==> src/rtl/hsl2rgb_pkg.sv <==
// ----------------------------------------------------------------------------
// HSL to RGB package
// Pixel types, fixed-point widths and the per-channel hue segment helpers.
// ----------------------------------------------------------------------------
package hsl2rgb_pkg;

	localparam int HUE_W    = 11;
	localparam int CHAN_W   = 9;
	localparam int FAC_W    = 9;
	localparam int QP_W     = 13;
	localparam int DIFF_W   = 14;
	localparam int PROD_W   = 24;
	localparam int SUM_W    = 16;
	localparam int T_W      = 13;

	localparam logic signed [T_W-1:0] HUE_SIXTH = T_W'(256);
	localparam logic signed [T_W-1:0] HUE_FULL  = T_W'(1536);
	localparam logic [CHAN_W-1:0]     ONE_FIX   = CHAN_W'(256);
	localparam logic [CHAN_W-1:0]     HALF_FIX  = CHAN_W'(128);

	typedef struct packed {
		logic [HUE_W-1:0]  hue;
		logic [CHAN_W-1:0] saturation;
		logic [CHAN_W-1:0] lightness;
	} hsl_pixel_t;

	typedef struct packed {
		logic [CHAN_W-1:0] red;
		logic [CHAN_W-1:0] green;
		logic [CHAN_W-1:0] blue;
	} rgb_pixel_t;

	typedef enum logic [1:0] {
		SEG_RISE,
		SEG_HIGH,
		SEG_FALL,
		SEG_LOW
	} seg_code_t;

	typedef struct packed {
		seg_code_t        code;
		logic [FAC_W-1:0] fac;
	} seg_t;

	// Wraps a shifted hue into 0..6 sixths and picks the ramp segment and its weight.
	function automatic seg_t hue_segment(logic signed [T_W-1:0] t);
		logic signed [T_W-1:0] tw;
		logic signed [T_W-1:0] down;
		seg_t r;
		if (t < 0) begin
			tw = t + HUE_FULL;
		end else if (t > HUE_FULL) begin
			tw = t - HUE_FULL;
		end else begin
			tw = t;
		end
		down = (HUE_SIXTH <<< 2) - tw;
		r.fac = '0;
		if (tw < HUE_SIXTH) begin
			r.code = SEG_RISE;
			r.fac  = tw[FAC_W-1:0];
		end else if (tw < HUE_SIXTH * 3) begin
			r.code = SEG_HIGH;
		end else if (tw < (HUE_SIXTH <<< 2)) begin
			r.code = SEG_FALL;
			r.fac  = down[FAC_W-1:0];
		end else begin
			r.code = SEG_LOW;
		end
		return r;
	endfunction

	function automatic logic [CHAN_W-1:0] clamp_chan(logic signed [SUM_W-1:0] v);
		logic [CHAN_W-1:0] r;
		if (v < 0) begin
			r = '0;
		end else if (v > SUM_W'(ONE_FIX)) begin
			r = ONE_FIX;
		end else begin
			r = v[CHAN_W-1:0];
		end
		return r;
	endfunction

endpackage

==> src/rtl/hsl_to_rgb_pixel.sv <==
// ----------------------------------------------------------------------------
// HSL to RGB pixel converter
// Four-stage pipeline converting fixed-point HSL pixels to clamped RGB pixels.
// ----------------------------------------------------------------------------
// The converter takes one pixel per clock while the output is not stalled;
// each accepted beat passes through the stage 1 to stage 4 registers in turn
// before it appears on the output. The first stage forms lightness times
// saturation and the hue segment of each channel, the second forms q, p and
// their difference, the third multiplies that difference by each channel's
// ramp weight, and the fourth adds p, clamps and holds the output beat. Every
// stage carries a valid bit and loads whenever it is empty or its successor
// moves, so bubbles close up and a stalled output loses or repeats nothing.
module hsl_to_rgb_pixel (
	input  logic                    clk,
	input  logic                    arst_n,
	input  logic                    in_valid,
	output logic                    in_ready,
	input  hsl2rgb_pkg::hsl_pixel_t in_data,
	output logic                    out_valid,
	input  logic                    out_ready,
	output hsl2rgb_pkg::rgb_pixel_t out_data
);
	import hsl2rgb_pkg::*;

	logic en_s1, en_s2, en_s3, en_s4;
	logic v_s1, v_s2, v_s3, v_s4;

	// Stage 1 registers.
	logic [2*CHAN_W-1:0] ls_s1;
	logic [CHAN_W-1:0]   l_s1, s_s1;
	logic                gray_s1, black_s1, low_s1;
	seg_t                seg_s1 [3];

	// Stage 2 registers.
	logic signed [QP_W-1:0]   q_s2, p_s2;
	logic signed [DIFF_W-1:0] diff_s2;
	logic [CHAN_W-1:0]        l_s2;
	logic                     gray_s2, black_s2;
	seg_t                     seg_s2 [3];

	// Stage 3 registers.
	logic signed [QP_W-1:0]   q_s3, p_s3;
	logic signed [PROD_W-1:0] prod_s3 [3];
	logic [CHAN_W-1:0]        l_s3;
	logic                     gray_s3, black_s3;
	seg_code_t                code_s3 [3];

	// Stage 4 (output) register.
	rgb_pixel_t out_s4;

	logic signed [T_W-1:0]    t_in [3];
	logic [2*CHAN_W-1:0]      ls_in;
	logic signed [QP_W-1:0]   l_x, s_x, half_ls, q_c, p_c;
	logic [CHAN_W-1:0]        chan_c [3];
	logic [CHAN_W-1:0]        gray_c;

	assign en_s4    = !v_s4 || out_ready;
	assign en_s3    = !v_s3 || en_s4;
	assign en_s2    = !v_s2 || en_s3;
	assign en_s1    = !v_s1 || en_s2;
	assign in_ready = en_s1;

	assign t_in[0] = $signed({2'b00, in_data.hue}) + (HUE_SIXTH <<< 1);
	assign t_in[1] = $signed({2'b00, in_data.hue});
	assign t_in[2] = $signed({2'b00, in_data.hue}) - (HUE_SIXTH <<< 1);
	assign ls_in   = in_data.lightness * in_data.saturation;

	assign l_x     = $signed(QP_W'(l_s1));
	assign s_x     = $signed(QP_W'(s_s1));
	assign half_ls = $signed(QP_W'(ls_s1[2*CHAN_W-1:8]));
	assign q_c     = low_s1 ? (l_x + half_ls) : (l_x + s_x - half_ls);
	assign p_c     = (l_x <<< 1) - q_c;

	always_comb begin
		logic signed [SUM_W-1:0] p_ext, q_ext, sum;
		p_ext  = SUM_W'(p_s3);
		q_ext  = SUM_W'(q_s3);
		gray_c = (l_s3 > ONE_FIX) ? ONE_FIX : l_s3;
		for (int c = 0; c < 3; c++) begin
			sum = p_ext + SUM_W'(prod_s3[c][PROD_W-1:8]);
			unique case (code_s3[c])
				SEG_RISE, SEG_FALL: chan_c[c] = clamp_chan(sum);
				SEG_HIGH:           chan_c[c] = clamp_chan(q_ext);
				default:            chan_c[c] = clamp_chan(p_ext);
			endcase
			if (gray_s3) begin
				chan_c[c] = gray_c;
			end else if (black_s3) begin
				chan_c[c] = '0;
			end
		end
	end

	always_ff @(posedge clk or negedge arst_n) begin
		if (!arst_n) begin
			v_s1 <= 1'b0;
			v_s2 <= 1'b0;
			v_s3 <= 1'b0;
			v_s4 <= 1'b0;
		end else begin
			if (en_s1) begin
				v_s1 <= in_valid;
			end
			if (en_s2) begin
				v_s2 <= v_s1;
			end
			if (en_s3) begin
				v_s3 <= v_s2;
			end
			if (en_s4) begin
				v_s4 <= v_s3;
			end
		end
	end

	always_ff @(posedge clk) begin
		if (en_s1) begin
			ls_s1    <= ls_in;
			l_s1     <= in_data.lightness;
			s_s1     <= in_data.saturation;
			gray_s1  <= (in_data.saturation == '0);
			black_s1 <= (in_data.lightness == '0);
			low_s1   <= (in_data.lightness < HALF_FIX);
			for (int c = 0; c < 3; c++) begin
				seg_s1[c] <= hue_segment(t_in[c]);
			end
		end
		if (en_s2) begin
			q_s2     <= q_c;
			p_s2     <= p_c;
			diff_s2  <= DIFF_W'(q_c) - DIFF_W'(p_c);
			l_s2     <= l_s1;
			gray_s2  <= gray_s1;
			black_s2 <= black_s1;
			seg_s2   <= seg_s1;
		end
		if (en_s3) begin
			q_s3     <= q_s2;
			p_s3     <= p_s2;
			l_s3     <= l_s2;
			gray_s3  <= gray_s2;
			black_s3 <= black_s2;
			for (int c = 0; c < 3; c++) begin
				prod_s3[c] <= PROD_W'(diff_s2) * PROD_W'($signed({1'b0, seg_s2[c].fac}));
				code_s3[c] <= seg_s2[c].code;
			end
		end
		if (en_s4) begin
			out_s4.red   <= chan_c[0];
			out_s4.green <= chan_c[1];
			out_s4.blue  <= chan_c[2];
		end
	end

	assign out_valid = v_s4;
	assign out_data  = out_s4;

endmodule

==> config.mk <==
export PLATFORM = sky130hd
export DESIGN_NAME = hsl_to_rgb_pixel
export DESIGN_NICKNAME = d
export VERILOG_FILES = /design/src/rtl/hsl2rgb_pkg.sv /design/src/rtl/hsl_to_rgb_pixel.sv
export SDC_FILE = /design/constraint.sdc
export NUM_CORES = 1
export LEC_CHECK = 0
export BUFFER_PORTS_ARGS = -buffer_cell sky130_fd_sc_hd__buf_2
export CAP_MARGIN = 30
export CORE_UTILIZATION = 52
export DETAILED_ROUTE_END_ITERATION = 8
export MAX_ROUTING_LAYER = met4
export PLACE_DENSITY = 0.71
export SLEW_MARGIN = 20
export SYNTH_ARGS = -nofsm -noshare
export SYNTH_HDL_FRONTEND = slang
export SYNTH_SLANG_ARGS = --single-unit
==> constraint.sdc <==
create_clock -name clk -period 5.8 [get_ports clk]
set_input_delay 1.16 -clock clk [delete_from_list [all_inputs] [get_ports clk]]
set_output_delay 1.16 -clock clk [all_outputs]
set_load 0.05 [all_outputs]
==> flow_metrics.py, run 1 <==
metrics = {
    "clock_tree": {
        "cts_root_buf": "clkbuf_16",
        "cts_sinks": 265,
        "cts_hold_buf": 0,
        "cts_made_buffers": 28,
        "clockBufferDepth": 3,
        "cts_max_level": 1,
        "tritoncts": "yes",
        "clk_pin_slew_ns": 0.06,
        "clk_latency_ns": 0.60,
    },
    "sta": {
        "setup_viol": 0,
        "slew_headroom_pct": 41.9,
        "tightestPinTransition_ns": 0.871,
        "slew_viol_final": 0,
        "grt_setup_unrepaired": "true",
        "finalHoldViolations": 0,
        "finClkSkew_ns": 0.0553,
        "period_minus_slack_ns": 5.64,
        "period_share_pct": 97.2,
        "clock.fmax_mhz": 177,
    },
    "detailed_routing": {
        "wire_per_inst_um": 17.7,
        "drcViolationCount": 0,
        "finalWirelength_um": 67400,
        "drt_iter0_drc": 1288,
        "drtAntennaViolNets": 0,
        "via_per_inst": 5.42,
        "dr.pass1.iters": 7,
        "via_count": 20600,
    },
    "synth": {
        "yosysUniqueCellTypes": 87,
        "yosysMostFrequentCell": "inv_1",
        "syn_area_per_cell_sq_um": 10.0,
        "syn-cell-area_sq_mm": 0.0295,
        "yosysWarnings": 0,
        "yosys.area.top_type": "edfxtp_1",
        "synth_edf_count": 261,
        "async_flop_share_pct": 1.51,
        "dominantRegCellSynth": "edfxtp_1",
        "yosys_register_bits": 265,
        "yosysSeqAreaShare_pct": 26.9,
        "synth_common_cells": "inv_1 (552), fa_1 (375), nand2_1 (304)",
        "synth_top_cell_area_share_pct": 26.5,
        "synth_area_leaders": "edfxtp_1 (27%), fa_1 (25%), ha_1 (12%)",
        "post_synth_inst_count": 2951,
    },
    "place": {
        "placed_cells": 3747,
        "hpwl_um": 55800,
        "gp_congestion": 0.957,
        "port_buffers": 61,
    },
    "global_route": {
        "overflow": 0,
        "antenna_found_initial": 0,
        "track_usage_pct": 24.8,
        "grt_pass1_vias": 21500,
        "grt_start_max_net_pins": 67,
        "grt_first_pass_wirelength_um": 109000,
    },
    "floorplanning": {
        "die-area_sq_mm": 0.0577,
        "initial_core_util_pct": 53.1,
        "die_w_um": 240,
        "num_rows": 86,
        "die_h_um": 240,
        "io_pins": 62,
        "design.core.area_sq_mm": 0.0556,
    },
    "cells_and_area": {
        "drive_above_1_share_pct": 8.01,
        "area_delta_synth_final_pct": 9.09,
        "num_antenna_cells": 0,
        "fillers": 4698,
        "fin_cells": 3807,
        "final_net_count": 3725,
    },
    "critical_path": {
        "worstReg2RegStart": "seg_s2[25]$_DFFE_PP_",
        "r2r-end": "prod_s3[0][23]$_DFFE_PP_",
        "cp_slowest_stage_delay_ns": 0.55,
        "crit_buf_inv": 4,
        "worstPathCellList": "buf_4 -> nand2_1 -> fa_1 -> inv_1 -> fa_1 -> fa_1 -> fa_1 -> inv_1 -> fa_1 -> inv_1 -> ha_4 -> a21o_1 -> a21o_1 -> a21oi_2 -> o22ai_2 -> o211ai_1 -> nand3_1 -> or4_4 -> a31o_4 -> a21oi_2 -> xnor2_1",
        "crit_required_ns": 6.15,
        "ff2ff_setup_slack_ns": 0.16,
        "critPathTopFamily": "adder cells",
        "worstRegToRegCells": 21,
        "cp_max_fo": 3,
        "cp-start-kind": "register",
        "critPathKind": "register to register",
        "critPathSlowestCell": "fa_1",
        "end_kind": "register",
        "cp_common_cell": "fa_1",
        "worst_ep_arrival_time_ns": 5.99,
    },
    "min_path": {
        "hold_path_class": "input pin to async pin",
    },
    "job": {
        "maxCapViolations": 0,
    },
    "status": {
        "status": "complete, no violations",
    },
}
## timing repair
item	CTS	global route
gates resized for setup	0	25
setup buffers	0	7
setup endpoints to repair	0	14
## per-layer routing
| layer | vias to the layer above | wire length (um) | global-route usage, % |
|---|---|---|---|
| li1 | 9700 | - | - |
| met1 | 10300 | 28900 | 31.5 |
| met2 | 507 | 33200 | 41.9 |
| met3 | 111 | 3070 | 2.15 |
| met4 | 0 | 2130 | 8.03 |
| met5 | - | 0 | - |
## final cells by class
type / count / area [sq um] / share of cell area (%)
Tap cell: 748 / 936 / 2.91
Multi-Input combinational cell: 2042 / 19300 / 59.9
Clock inverter: 22 / 219 / 0.680
Sequential cell: 265 / 7940 / 24.6
Inverter: 552 / 2070 / 6.43
Clock buffer: 29 / 704 / 2.19
Timing Repair Buffer: 149 / 1040 / 3.24
## worst max path at each step
stage / slack [ns] / start / to / cells after the start
6_report: 0.16 / seg_s2[25]$_DFFE_PP_ / prod_s3[0][23]$_DFFE_PP_ / 21
5_1_grt: -0.06 / seg_s2[25]$_DFFE_PP_ / prod_s3[0][18]$_DFFE_PP_ / 22
4_1_cts: 0.003 / seg_s2[28]$_DFFE_PP_ / prod_s3[0][23]$_DFFE_PP_ / 21
3_5_place_dp: -0.03 / seg_s2[28]$_DFFE_PP_ / prod_s3[0][23]$_DFFE_PP_ / 21
3_3_place_gp: 0.03 / seg_s2[28]$_DFFE_PP_ / prod_s3[0][23]$_DFFE_PP_ / 21
2_1_floorplan: 0.01 / diff_s2[3]$_DFFE_PP_ / prod_s3[0][23]$_DFFE_PP_ / 22
## through the flow
step                instance area (sq um)  setup WS (ns)  util, %  TNS (ns)  hold slack (ns)
floorplan                           29600         0.0112        -         0            0.400
global placement                    31100         0.0343     55.8         0            0.400
detailed placement                  31100        -0.0260     55.9   -0.0260            0.405
CTS                                 32000        0.00255     57.6         0            0.329
global route                        32200        -0.0584     57.9   -0.0906            0.327
finish                              32200          0.164     57.9         0            0.347
## state kept, by name, summed over array words and instances, names as in the netlist, 6 cells and up
| name | cells |
|---|---|
| p_s2 | 12 |
| prod_s3 | 48 |
| seg_s1 | 33 |
| p_s3 | 12 |
| q_s2 | 12 |
| l_s1 | 9 |
| l_s3 | 9 |
| ls_s1 | 10 |
| diff_s2 | 13 |
| s_s1 | 9 |
| seg_s2 | 33 |
| l_s2 | 9 |
| q_s3 | 12 |
| code_s3 | 6 |
| out_data | 27 |
## cells in the final DEF (no fill, tap or decap), drive strengths merged, types with 35 or more instances in the layout
cell    count
and2      209
xnor2     102
fa        375
edfxtp    261
a21o       42
nor3       35
a21oi      81
nor2      132
buf       148
nand2     304
ha        279
o21ai     101
inv       554
## cells by family (layout without fill, tap and decap cells)
group           Yosys count  count (layout)  synth area share (%)
buf+inv                 654             752                  8.33
other cells               2              12                0.0254
compound gates          394             394                  8.98
fa+ha+maj               658             658                  37.4
mux                      16              16                 0.585
simple gates            826             826                  13.8
flops                   265             265                  26.9
xor+xnor                136             136                  4.03
Power of run 1 is left out: the tool's default activity adds up to more than one toggle a clock period on the data nets, which glitch-free logic cannot reach.
==> inputs of run 2 (changes only) <==
- SETUP_SLACK_MARGIN: default -> 0.5
==> run 2 against run 1 <==
  * Clock-buffer cell count did not move
  * Maximum frequency fell by 0.50%
  * Utilization rose by 1.9 points
  * Wire length rose by 6.0%
  * Worst hold slack improved by 0.021 ns
  * Non-clock buffer count rose by 73
  * Global-route usage rose by 1.1 points
  * Final cell count rose by 1.9%
  * Largest cell class unchanged
==> flow_metrics.py, run 2 (synthesis gave the netlist of run 1 again) <==
metrics = {
    "status": {
        "status": "complete, no violations",
    },
    "clock_tree": {
        "cts_max_level": 1,
        "cts_sinks": 265,
        "cts_root_buf": "clkbuf_16",
        "clk_pin_slew_ns": 0.07,
        "tritoncts": "yes",
        "cts_hold_buf": 0,
        "cts_made_buffers": 27,
        "clockBufferDepth": 3,
        "clk_latency_ns": 0.58,
    },
    "cells_and_area": {
        "drive_above_1_share_pct": 13.1,
        "final_net_count": 3797,
        "largest_reg_flops": 48,
        "final_common_cell": "inv_1",
        "top_register": "prod_s3",
        "top_regs": "prod_s3: 48 flops, seg_s1: 33 flops, seg_s2: 33 flops",
        "mostFrequentLayoutCells": "inv_1 (542), fa_1 (369), nand2_1 (298)",
        "num_antenna_cells": 0,
        "fin_cells": 3879,
        "area_delta_synth_final_pct": 12.8,
    },
    "floorplanning": {
        "num_rows": 86,
        "die-area_sq_mm": 0.0577,
        "io_pins": 62,
        "die_h_um": 240,
        "initial_core_util_pct": 53.1,
        "design.core.area_sq_mm": 0.0556,
        "die_w_um": 240,
    },
    "global_route": {
        "overflow": 0,
        "grt_first_pass_wirelength_um": 114000,
        "grt_start_max_net_pins": 71,
        "antenna_found_initial": 0,
        "globalRouteMet1Util_pct": 34.1,
        "grt_pass1_vias": 21900,
        "grt.busiest_layer": "met2",
        "met2_usage_pct": 42.5,
        "track_usage_pct": 25.9,
        "grt_util_met3_pct": 2.26,
    },
    "sta": {
        "setup_viol": 0,
        "period_minus_slack_ns": 5.66,
        "grt_setup_unrepaired": "true",
        "clock.fmax_mhz": 177,
        "whs_ns": 0.368,
        "finalHoldViolations": 0,
        "period_share_pct": 97.7,
        "slew_viol_final": 0,
        "finClkSkew_ns": 0.0307,
        "slew_headroom_pct": 39.1,
        "tightestPinTransition_ns": 0.907,
    },
    "min_path": {
        "hold_path_class": "input pin to async pin",
    },
    "detailed_routing": {
        "drcViolationCount": 0,
        "dr.pass1.iters": 5,
        "via_count": 21000,
        "via_per_inst": 5.41,
        "drtAntennaViolNets": 0,
        "wire_per_inst_um": 18.4,
        "drt_iter0_drc": 1510,
        "finalWirelength_um": 71400,
    },
    "critical_path": {
        "end_kind": "register",
        "critPathKind": "register to register",
        "worst_ep_arrival_time_ns": 6.00,
        "crit_required_ns": 6.14,
        "cp-start-kind": "register",
        "cp_max_fo": 6,
    },
    "place": {
        "hpwl_um": 57000,
        "placed_cells": 3733,
        "port_buffers": 61,
        "gp_congestion": 0.959,
    },
    "job": {
        "maxCapViolations": 0,
    },
}
[run 2: timing repair]
item | 4_1_cts | 5_1_grt
setup buffers | 56 | 37
pin swaps | 33 | 44
endpoints found under the setup margin | 23 | 31
gates resized for setup | 57 | 79
[run 2: layout make-up]
class	count	area [sq um]
clock buffers	29	683
clock inverters	21	181
fillers	4646	22300
inverters	552	2070
multi-input cells	2042	19800
flip-flops and latches	265	7940
well taps	748	936
repair buffers	222	1650
[run 2: per-layer routing]
metal | routed length (um) | part of all wire (%)
met5 | 0 | 0
met4 | 2550 | 3.6
met3 | 2900 | 4.1
met2 | 34600 | 49
met1 | 31300 | 44
[run 2: metrics by stage]
step / setup TNS [ns] / util [%] / setup slack, ns / area [sq um]
after floorplan: 0 / - / 0.279 / 29800
after global placement: 0 / 55.8 / 0.0726 / 31100
after detailed placement: -0.0349 / 55.8 / -0.0206 / 31100
after CTS: 0 / 58.7 / 0.155 / 32700
after global routing: -0.0200 / 59.8 / -0.0200 / 33300
final: 0 / 59.8 / 0.136 / 33300
[run 2: worst max-delay path, cell delays in order (launching register included)]
cell and delay, ns:
edfxtp_1 0.49, clkbuf_2 0.21, and2_1 0.20, fa_1 0.44, fa_1 0.51, ha_1 0.32, fa_1 0.55, inv_1 0.06
fa_1 0.53, inv_1 0.04, ha_1 0.31, o21ai_1 0.20, a211oi_2 0.13, nand2_1 0.09, o22ai_2 0.08, o211ai_1 0.23
nand3_1 0.13, or4_4 0.45, a31o_4 0.25, a21oi_4 0.14, xnor2_1 0.08
[run 2: path summary, 6_finish.rpt]
check / from / end / slack, ns / cells past startpoint
setup / recovery: seg_s2[27]$_DFFE_PP_ / prod_s3[0][23]$_DFFE_PP_ / 0.14 / 20
hold / removal: arst_n / v_s1$_DFFE_PN0P_ / 0.37 / 1
setup reg to reg: seg_s2[27]$_DFFE_PP_ / prod_s3[0][23]$_DFFE_PP_ / 0.14 / 20
hold reg to reg: seg_s1[10]$_SDFFCE_PP0P_ / seg_s2[10]$_DFFE_PP_ / 0.41 / 0
max in group asynchronous: arst_n / v_s3$_DFFE_PN0P_ / 5.30 / 1
min in group clk: seg_s1[10]$_SDFFCE_PP0P_ / seg_s2[10]$_DFFE_PP_ / 0.41 / 0
Power of run 2 is left out for the same reason.
